$ cat config.mk
export PLATFORM = sky130hd
export DESIGN_NAME = key_value_line_tokenizer_top
export DESIGN_NICKNAME = d
export VERILOG_FILES = /design/src/sv/kvlt_pkg.sv /design/src/sv/key_value_line_tokenizer_top.sv /design/src/sv/kvlt_parser.sv
export SDC_FILE = /design/constraint.sdc
export NUM_CORES = 1
export LEC_CHECK = 0
export BUFFER_PORTS_ARGS = -buffer_cell sky130_fd_sc_hd__buf_4
export CAP_MARGIN = 5
export CORE_ASPECT_RATIO = 1.25
export CORE_MARGIN = 2
export CORE_UTILIZATION = 40
export CTS_CLUSTER_SIZE = 28
export DETAILED_ROUTE_END_ITERATION = 8
export MAX_ROUTING_LAYER = met4
export PLACE_DENSITY = 0.59
export SLEW_MARGIN = 20
export SYNTH_ARGS = -nofsm -noshare
export SYNTH_HDL_FRONTEND = slang
export SYNTH_SLANG_ARGS = --single-unit
export TNS_END_PERCENT = 1
$ cat constraint.sdc
create_clock -name clock -period 2.02 [get_ports clock]
set_input_delay 0.303 -clock clock [delete_from_list [all_inputs] [get_ports clock]]
set_output_delay 0.303 -clock clock [all_outputs]
set_load 0.05 [all_outputs]
$ cat src/sv/kvlt_pkg.sv
// ----------------------------------------------------------------------------
// kvlt_pkg: shared types and constants of the key/value line tokenizer
// Parse state and result kind codes, character codes, counter widths and the
// result bundle that the parser hands to the top level.
// ----------------------------------------------------------------------------
package kvlt_pkg;

   // Longest token, in bytes, before an overflow is reported
   localparam int MAX_TOKEN = 512;
   // Token counters must hold MAX_TOKEN itself
   localparam int CNT_W     = $clog2(MAX_TOKEN + 1);
   // Width of the length field on the result port
   localparam int LEN_W     = 10;
   localparam int BYTE_W    = 8;
   localparam int KIND_W    = 3;

   localparam logic [BYTE_W-1:0] CHAR_NUL  = 8'h00;
   localparam logic [BYTE_W-1:0] CHAR_TAB  = 8'h09;
   localparam logic [BYTE_W-1:0] CHAR_LF   = 8'h0A;
   localparam logic [BYTE_W-1:0] CHAR_VT   = 8'h0B;
   localparam logic [BYTE_W-1:0] CHAR_FF   = 8'h0C;
   localparam logic [BYTE_W-1:0] CHAR_CR   = 8'h0D;
   localparam logic [BYTE_W-1:0] CHAR_SP   = 8'h20;
   localparam logic [BYTE_W-1:0] CHAR_HASH = 8'h23;
   localparam logic [BYTE_W-1:0] CHAR_EQ   = 8'h3D;

   typedef enum logic [2:0] {
      ST_READY    = 3'd0,
      ST_KEY      = 3'd1,
      ST_AFTER_EQ = 3'd2,
      ST_VALUE    = 3'd3,
      ST_COMMENT  = 3'd4,
      ST_SKIP     = 3'd5
   } parse_state_type;

   typedef enum logic [KIND_W-1:0] {
      K_KEY_BYTE   = 3'd0,
      K_VALUE_BYTE = 3'd1,
      K_KEY_END    = 3'd2,
      K_VALUE_END  = 3'd3,
      K_SYNTAX     = 3'd4,
      K_OVERFLOW   = 3'd5,
      K_INPUT_END  = 3'd6
   } kind_type;

   typedef struct packed {
      logic              valid;
      kind_type          kind;
      logic [BYTE_W-1:0] out_byte;
      logic [LEN_W-1:0]  token_length;
      logic              end_of_input;
   } result_type;

endpackage

$ cat src/sv/key_value_line_tokenizer_top.sv
// ----------------------------------------------------------------------------
// key_value_line_tokenizer_top: streaming key=value line tokenizer
// Registers each text byte, parses it against the current state and registers
// the resulting key/value byte, end marker or error for the consumer.
//
//   channel  direction  handshake            payload
//   req      in         req_valid/req_stall  req_text_byte
//   rsp      out        rsp_valid/rsp_stall  rsp_kind, rsp_out_byte,
//                                            rsp_token_length, rsp_end_of_input
//
// One byte per cycle sustained unless rsp stalls; an accepted byte passes
// two register stages in turn: input register, then result register.
// The parse state and two token counters update in the same cycle the byte
// moves into the result register, so consecutive bytes follow back to back.
// Reset is synchronous and returns the parser to ready with empty stages.
// A stall on rsp holds the result register; an empty input register still takes
// one more transaction, then req_stall rises until the result drains.
// ----------------------------------------------------------------------------
module key_value_line_tokenizer_top (
   input  logic                              clock,
   input  logic                              reset,
   input  logic                              req_valid,
   output logic                              req_stall,
   input  logic [kvlt_pkg::BYTE_W-1:0]       req_text_byte,
   output logic                              rsp_valid,
   input  logic                              rsp_stall,
   output logic [kvlt_pkg::KIND_W-1:0]       rsp_kind,
   output logic [kvlt_pkg::BYTE_W-1:0]       rsp_out_byte,
   output logic [kvlt_pkg::LEN_W-1:0]        rsp_token_length,
   output logic                              rsp_end_of_input
);
   import kvlt_pkg::*;

   // Input register stage
   logic              in_valid_ff, in_valid_in;
   logic [BYTE_W-1:0] in_byte_ff;

   // Result register stage
   logic              out_valid_ff, out_valid_in;
   result_type        out_ff;

   result_type        step_result;
   logic              advance;
   logic              req_take;

   // Advance the held byte when the result register is empty or draining
   assign advance   = in_valid_ff && (!out_valid_ff || !rsp_stall);
   // Stall the producer only when the held byte cannot move on
   assign req_stall = in_valid_ff && !advance;
   assign req_take  = req_valid && !req_stall;

   always_comb begin
      in_valid_in = in_valid_ff;
      if (req_take) begin
         in_valid_in = 1'b1;
      end else if (advance) begin
         in_valid_in = 1'b0;
      end
   end

   always_comb begin
      out_valid_in = out_valid_ff;
      if (advance) begin
         // A byte with no result leaves the result register empty
         out_valid_in = step_result.valid;
      end else if (!rsp_stall) begin
         out_valid_in = 1'b0;
      end
   end

   kvlt_parser u_parser (
      .clock     (clock),
      .reset     (reset),
      .step_en   (advance),
      .text_byte (in_byte_ff),
      .result    (step_result)
   );

   always_ff @(posedge clock) begin
      if (reset) begin
         in_valid_ff  <= 1'b0;
         out_valid_ff <= 1'b0;
      end else begin
         in_valid_ff  <= in_valid_in;
         out_valid_ff <= out_valid_in;
      end
   end

   // Payload registers: load on transaction, hold otherwise
   always_ff @(posedge clock) begin
      if (req_take) begin
         in_byte_ff <= req_text_byte;
      end
      if (advance) begin
         out_ff <= step_result;
      end
   end

   assign rsp_valid        = out_valid_ff;
   assign rsp_kind         = KIND_W'(out_ff.kind);
   assign rsp_out_byte     = out_ff.out_byte;
   assign rsp_token_length = out_ff.token_length;
   assign rsp_end_of_input = out_ff.end_of_input;

endmodule

$ cat src/sv/kvlt_parser.sv
// ----------------------------------------------------------------------------
// kvlt_parser: parse state machine and token counters
// Takes one byte per enabled cycle, updates the parse state and the token and
// trimmed counters, and produces at most one result for that byte.
// ----------------------------------------------------------------------------
module kvlt_parser (
   input  logic                           clock,
   input  logic                           reset,
   input  logic                           step_en,
   input  logic [kvlt_pkg::BYTE_W-1:0]    text_byte,
   output kvlt_pkg::result_type           result
);
   import kvlt_pkg::*;

   parse_state_type   state_ff, state_in;
   logic [CNT_W-1:0]  count_ff, count_in;
   logic [CNT_W-1:0]  trim_ff, trim_in;
   logic [CNT_W-1:0]  count_plus;
   logic              is_blank;
   logic              is_nul;
   logic              is_line_end;
   logic              token_full;

   assign is_blank    = (text_byte == CHAR_SP) || (text_byte == CHAR_TAB) ||
                        (text_byte == CHAR_LF) || (text_byte == CHAR_VT) ||
                        (text_byte == CHAR_FF) || (text_byte == CHAR_CR);
   assign is_nul      = (text_byte == CHAR_NUL);
   assign is_line_end = (text_byte == CHAR_LF) || (text_byte == CHAR_CR);
   assign token_full  = (count_ff >= CNT_W'(MAX_TOKEN));
   assign count_plus  = count_ff + CNT_W'(1);

   // Next state and counters
   always_comb begin
      state_in = state_ff;
      count_in = count_ff;
      trim_in  = trim_ff;
      unique case (state_ff)
         ST_KEY: begin
            if (text_byte == CHAR_EQ) begin
               state_in = ST_AFTER_EQ;
               count_in = '0;
               trim_in  = '0;
            end else if (is_nul || text_byte == CHAR_LF) begin
               state_in = ST_READY;
               count_in = '0;
               trim_in  = '0;
            end else if (token_full) begin
               state_in = ST_SKIP;
            end else begin
               count_in = count_plus;
               if (!is_blank) begin
                  trim_in = count_plus;
               end
            end
         end
         ST_AFTER_EQ: begin
            if (is_nul) begin
               state_in = ST_READY;
               count_in = '0;
               trim_in  = '0;
            end else if (!is_blank) begin
               state_in = ST_VALUE;
               count_in = CNT_W'(1);
               trim_in  = CNT_W'(1);
            end
         end
         ST_VALUE: begin
            if (is_nul || is_line_end || text_byte == CHAR_HASH) begin
               state_in = (text_byte == CHAR_HASH) ? ST_COMMENT : ST_READY;
               count_in = '0;
               trim_in  = '0;
            end else if (token_full) begin
               state_in = ST_SKIP;
            end else begin
               count_in = count_plus;
               if (!is_blank) begin
                  trim_in = count_plus;
               end
            end
         end
         ST_COMMENT, ST_SKIP: begin
            if (is_nul || is_line_end) begin
               state_in = ST_READY;
               count_in = '0;
               trim_in  = '0;
            end
         end
         default: begin
            // Ready, and unused codes that behave as ready
            if (is_nul) begin
               state_in = ST_READY;
               count_in = '0;
               trim_in  = '0;
            end else if (is_blank) begin
               state_in = ST_READY;
            end else if (text_byte == CHAR_HASH) begin
               state_in = ST_COMMENT;
            end else begin
               state_in = ST_KEY;
               count_in = CNT_W'(1);
               trim_in  = CNT_W'(1);
            end
         end
      endcase
   end

   // Result for the current byte
   always_comb begin
      result = '{valid: 1'b0, kind: K_KEY_BYTE, out_byte: '0,
                 token_length: '0, end_of_input: 1'b0};
      unique case (state_ff)
         ST_KEY: begin
            result.valid = 1'b1;
            if (text_byte == CHAR_EQ) begin
               result.kind         = K_KEY_END;
               result.token_length = LEN_W'(trim_ff);
            end else if (is_nul || text_byte == CHAR_LF) begin
               result.kind         = K_SYNTAX;
               result.end_of_input = is_nul;
            end else if (token_full) begin
               result.kind = K_OVERFLOW;
            end else begin
               result.kind     = K_KEY_BYTE;
               result.out_byte = text_byte;
            end
         end
         ST_AFTER_EQ: begin
            if (is_nul) begin
               result.valid        = 1'b1;
               result.kind         = K_SYNTAX;
               result.end_of_input = 1'b1;
            end else if (!is_blank) begin
               result.valid    = 1'b1;
               result.kind     = K_VALUE_BYTE;
               result.out_byte = text_byte;
            end
         end
         ST_VALUE: begin
            result.valid = 1'b1;
            if (is_nul || is_line_end || text_byte == CHAR_HASH) begin
               result.kind         = K_VALUE_END;
               result.token_length = LEN_W'(trim_ff);
               result.end_of_input = is_nul;
            end else if (token_full) begin
               result.kind = K_OVERFLOW;
            end else begin
               result.kind     = K_VALUE_BYTE;
               result.out_byte = text_byte;
            end
         end
         ST_COMMENT, ST_SKIP: begin
            if (is_nul) begin
               result.valid        = 1'b1;
               result.kind         = K_INPUT_END;
               result.end_of_input = 1'b1;
            end
         end
         default: begin
            if (is_nul) begin
               result.valid        = 1'b1;
               result.kind         = K_INPUT_END;
               result.end_of_input = 1'b1;
            end else if (!is_blank && text_byte != CHAR_HASH) begin
               result.valid    = 1'b1;
               result.kind     = K_KEY_BYTE;
               result.out_byte = text_byte;
            end
         end
      endcase
   end

   always_ff @(posedge clock) begin
      if (reset) begin
         state_ff <= ST_READY;
         count_ff <= '0;
         trim_ff  <= '0;
      end else if (step_en) begin
         state_ff <= state_in;
         count_ff <= count_in;
         trim_ff  <= trim_in;
      end
   end

   // Trimmed length never runs past the raw token length
   a_trim_le_count: assert property (@(posedge clock) disable iff (reset)
      trim_ff <= count_ff)
      else $error("trimmed count exceeds token count");

   // Token never grows past the limit
   a_count_limit: assert property (@(posedge clock) disable iff (reset)
      count_ff <= CNT_W'(MAX_TOKEN))
      else $error("token count above limit");

   // Ready always starts from cleared counters
   a_ready_clear: assert property (@(posedge clock) disable iff (reset)
      state_ff == ST_READY |-> count_ff == '0 && trim_ff == '0)
      else $error("counters not cleared in ready");

   // An overflow drops the rest of the line
   a_overflow_skip: assert property (@(posedge clock) disable iff (reset)
      step_en && result.valid && result.kind == K_OVERFLOW |=> state_ff == ST_SKIP)
      else $error("overflow did not enter skip");

   // Only the terminating kinds may close the input
   a_eoi_kind: assert property (@(posedge clock) disable iff (reset)
      result.valid && result.end_of_input |->
         result.kind == K_SYNTAX || result.kind == K_VALUE_END ||
         result.kind == K_INPUT_END)
      else $error("end of input on a non-terminating kind");

endmodule
; Yosys cells after proc, flatten, opt, wreduce, memory -nomap -nowiden
; Index checks and enable logic that the tools add are counted.
[word_totals]
register_bits = 55
in_bits = 12
output_inout_bits = 24
word_cells = 113
[op_classes]
addsub = 1
order_cmp = 1
eq_ne = 19
n_mux = 58
reduce_logical = 24
[op_table]
columns = cell, count
row1 = 2-to-1 mux 10 bit, 16
row2 = one-hot mux 10 bit (4 select lines), 2
row3 = 2-to-1 mux 3 bit, 16
row4 = 2-to-1 mux 8 bit, 6
row5 = "== test 8 x 4 -> 1 bit, second input constant", 5
row6 = one-hot mux 8 bit (4 select lines), 1
row7 = "== test 8 x 6 -> 1 bit, second input constant", 3
row8 = 2-to-1 mux 12 bit, 2
row9 = one-hot mux 10 bit (2 select lines), 1
row10 = one-hot mux 4 bit (4 select lines), 1
row11 = 2-to-1 mux 4 bit, 3
row12 = one-hot mux 3 bit (4 select lines), 1
row13 = 2-to-1 mux 11 bit, 1
row14 = "adder 10 x 1 -> 10 bit, second input constant", 1
row15 = ">= comparator 10 bit, second input constant", 1
row16 = logical OR 1 bit, 10
row17 = logical NOT 8 bit, 1
row18 = "inequality test 8 x 6 -> 1 bit, second input constant", 1
row19 = 2-to-1 mux 1 bit, 7
row20 = "== test 3 x 2 -> 1 bit, second input constant", 2
row21 = "== test 3 bit, second input constant", 2
row22 = "inequality test 6 x 5 -> 1 bit, second input constant", 1
row23 = logical NOT 1 bit, 5
row24 = "inequality test 5 bit, second input constant", 1
row25 = other kinds (9), 13

; Logic depth before layout (Yosys ltp)
[depth]
ltp_word = 12
depth_mapped = 8

; By module
; A second synthesis with hierarchy kept.
[unflattened]
hier_cells = 273
area_unflattened_um2 = 2856.5
[by_module_without_submodules]
columns = mod, n_inst, cells_per_inst, area_per_inst_um2, seq_area_each_um2
row1 = kvlt_parser, 1, 233, 1866.8, 460.4
row2 = key_value_line_tokenizer_top, 1, 40, 989.7, 940.9

; Least setup slack after synthesis
; Ideal clock, no wire load.
[synth_timing]
path_type = register to register
start = register out_valid_ff (netlist: rsp_valid)
end = register u_parser.count_ff[4]
setup_time_ns = 0.118
t_arrival_ns = 2.177
t_required_ns = 1.902
setup_slack_ns = -0.274
stages_incl_launch_ff = 8
path_buffers = 1
period_less_slack_ns = 2.294
path_cell_list = dfxtp_1 -> nand2_1 -> and2_1 -> a21boi_2 -> and2_1 -> buf_4 -> o21ai_2 -> a32o_2
[synth_between]
elab_chain_len = 4
[synth_lines]
columns = item, line_no
row1 = "start, declared", key_value_line_tokenizer_top.sv:39  ; logic out_valid_ff, out_valid_in;
row2 = "start signal, assigned", key_value_line_tokenizer_top.sv:85  ; out_valid_ff <= out_valid_in;
row3 = logical NOT 1 bit, key_value_line_tokenizer_top.sv:47  ; assign advance = in_valid_ff && (!out_valid_ff || !rsp_stall);
row4 = logical OR 1 bit, key_value_line_tokenizer_top.sv:47
row5 = logical AND 1 bit, key_value_line_tokenizer_top.sv:47
row6 = via advance, key_value_line_tokenizer_top.sv:43  ; logic advance;
row7 = AND reduction 5 bit (no line), -
row8 = "end signal, assigned", kvlt_parser.sv:179  ; count_ff <= count_in;
row9 = "end, declared", kvlt_parser.sv:16  ; logic [CNT_W-1:0] count_ff, count_in;
; The timed path passes the listed nets, and every way through them passes these cells.
; A chain may end at the register's enable or synchronous reset.

==> summary.txt <==
Route
  • Vias per inst: 5.36
  • Vias: 2540
  • Wire per inst: 14.9 um
  • DRC marker count from the first detailed-route iteration: 102
  • Total detailed-routing wirelength: 7.05 mm
  • # DRC: 0
  • Drt pass-1 iters: 5
  • Post-DRT Antenna Nets: 0

Floorplanning
  • Num ports: 36
  • Die ar.: 0.00809 mm^2
  • Die Height: 100 um
  • Core Area: 0.00727 mm^2
  • Starting density of the core: 40.6%
  • Die Wd: 80.9 um
  • # rows: 35

Global route
  • Total grt overflow: 0
  • Initial antenna violation count: 0
  • Number of global-route vias before repair: 2389
  • Largest net degree at the start of global routing: 23
  • First-pass GRT wire length: 11.4 mm
  • GRT Total Usage: 18.5%

Placement
  • Final Wtd Congestion: 0.837
  • Area post-placement: 0.00368 mm^2
  • Placed insts: 456
  • Port Buf Inserts: 35
  • DP HPWL: 5.08 mm

Outcome
  • Status: finished with violations
  • Failing checks: setup timing

STA
  • Setup violations, final: 32
  • Setup slack after layout: -0.168 ns
  • Crit path time final: 2.19 ns
  • Unrepaired setup endpoints after global routing: true
  • Setup_tns: -3.03 ns
  • Slew Limit Fails: 0
  • Highest Clock Rate: 457 MHz
  • Tcrit/Tclk final: 108%
  • Final Skew: 0.0154 ns
  • Worst-margin pin slew: 0.418 ns
  • Final Hold Violating Endpoints: 0
  • Rel. slew slack: 72.1%

Clocking
  • CTS clk-pin slew, worst paths: 0.10 ns
  • CTS buffer count: 5
  • CTS Sinks: 55
  • Clock Latency Late Sink: 0.32 ns
  • # H-tree levels: 2
  • Maximum clock path buffer count: 2
  • Hold_buf cts: 0
  • Root buffer cell: clkbuf_8
  • CTS tree: yes

Cells and area
  • Synthesis-to-layout area growth: 35.5%
  • Non-Filler Instances: 474
  • Post-layout util: 55.0%
  • Layout Nets: 395
  • Area of the multi-input gates: 0.00155 mm^2
  • Finished Cell Area: 0.00400 mm^2
  • FILL cells: 642
  • Layout cell share with drive strength beyond 1: 40.8%
  • Sequential cell area: 0.00140 mm^2
  • Ant. Diodes: 0

Synthesis
  • Synth top area cells: edfxtp_1, dfxtp_1, and2_1
  • Syn_area_per_cell: 10.2 um^2
  • Dominant cell type by area after synthesis: edfxtp_1
  • Post-synth top area share: 30.5%
  • Post-synth ARST share: 0%
  • Synth Register Bits: 55
  • Most common library cells after synthesis: edfxtp_1, a21oi_1, dfxtp_1
  • Yosys cell types: 68
  • Post-synthesis cell count: 290
  • Syn_nets: 304
  • Mapped cell area: 0.00295 mm^2
  • Cell with the most instances after synthesis: edfxtp_1
  • Post-synth top flop: edfxtp_1
  • EDFF count, synth: 30
  • Ys Warns: 0
  • Post-synthesis sequential area ratio: 47.5%

Power
  • P per Cell Area: 594 mW/mm^2
  • Worst IR Drop VDD: 0.298 mV
  • LEAKAGE: 0.00150 uW

Setup path
  • Crit end category: flop
  • Cell Chain, Critical Path: buf_6 > nor4_4 > buf_4 > buf_6 > o21ai_4 > nand2_2 > and2_4 > o221ai_4 > and2_1
  • Max Fanout on Critical Path: 8
  • Crit path required time: 2.10 ns
  • Critical register-to-register path startpoint: in_byte_ff[2]
  • Critical Path Source Type: flop
  • CP max stage delay: 0.48 ns
  • CP top delay family: simple AND/OR/NAND/NOR gates
  • Worst path slowest cell: edfxtp_1
  • Buf/Inv on CP: 3
  • R2R Setup Slk: -0.17 ns
  • Crit path DAT: 2.26 ns
  • Crit path top cell by count: buf_6
  • Worst r2r path cells: 9
  • Kind of critical path: reg -> reg
  • Reg2reg end: rsp_out_byte[1]

Worst hold path
  • Worst hold path stage count: 1
  • Hold Crit Class: in -> reg
  • Hold EP: in_byte_ff[4]
  • Start point of the worst hold path: req_text_byte[4]

Run
  • Max-cap violations: 0
==> where the power goes <==
group | total, uW | leakage [uW] | switching, uW | internal [uW]
clock | 653 | 0.0000452 | 399 | 254
combinational | 475 | 0.000964 | 270 | 205
sequential | 1250 | 0.000487 | 25.0 | 1220
==> worst max path at each step <==
stage                              from              endpoint  slack (ns)  cells after the start
final                     in_byte_ff[2]       rsp_out_byte[1]       -0.17                      9
after global routing      in_byte_ff[0]       rsp_out_byte[1]       -0.28                      7
after CTS                 in_byte_ff[2]       rsp_out_byte[6]       -0.13                      7
after detailed placement  in_byte_ff[1]  u_parser.count_ff[4]       -0.31                      7
after global placement    in_byte_ff[1]  u_parser.count_ff[3]       -0.29                      7
after floorplan           in_byte_ff[1]       rsp_out_byte[3]       -0.12                      7
==> cell usage in the layout (no fill, tap or decap), types with 5 or more instances in the layout <==
cell type and n:
o21ai_1 12, a21oi_1 22, a21oi_2 5, inv_1 6, and2_1 15, nand2_1 23
o21ai_0 8, edfxtp_1 30, clkbuf_8 5, nand3_1 17, dfxtp_1 25, buf_4 92
nor2_1 12, nand4_1 7, buf_6 5, and2_4 7
==> what timing repair did <==
item / 4_1_cts / 5_1_grt
hold endpoints to repair: 0 / 0
gates cloned: 0 / 1
resized for setup: 15 / 18
setup buffers: 4 / 5
pin swaps: 7 / 12
setup endpoints to repair: 41 / 43
==> stage by stage <==
step	total power, uW	hold WS [ns]	setup slack (ns)
floorplan	1540	0.402	-0.125
global placement	1690	0.465	-0.293
detailed placement	1700	0.468	-0.311
CTS	2370	0.153	-0.126
global route	2470	0.149	-0.281
finish	2380	0.156	-0.168
==> cells by family after synthesis <==
group,share of synthesized area [%]
AO/OA/AOI/OAI,20.7
flip-flops,47.5
adder cells (fa/ha/maj),0.847
AND/OR/NAND/NOR,24.1
XOR/XNOR,1.48
buffers and inverters,4.75
multiplexers,0.678
==> final cells by class <==
class                   instances  share of cell area [%]
clock buffers                   5                    1.72
repair buffers                100                    20.2
clock inverters                 3                   0.625
well taps                      92                    2.88
flip-flops and latches         55                    35.0
multi-input cells             211                    38.8
inverters                       8                   0.750
==> registers in the layout, summed over array words and instances, names as in the netlist <==
| signal | count |
|---|---|
| rsp_token_length | 10 |
| u_parser.count_ff | 10 |
| u_parser.trim_ff | 10 |
| in_byte_ff | 8 |
| rsp_out_byte | 8 |
| rsp_kind | 3 |
| u_parser.state_ff | 3 |
| in_valid_ff | 1 |
| rsp_end_of_input | 1 |
| rsp_valid | 1 |
==> per-layer routing <==
metal	GRT usage, %	up-vias	wire (um)
met4	5.48	0	74
met1	24.9	1219	3140
met5	-	-	0
met3	2.16	7	233
met2	29.4	49	3600
li1	-	1265	-
(Power assumes the default switching activity.)
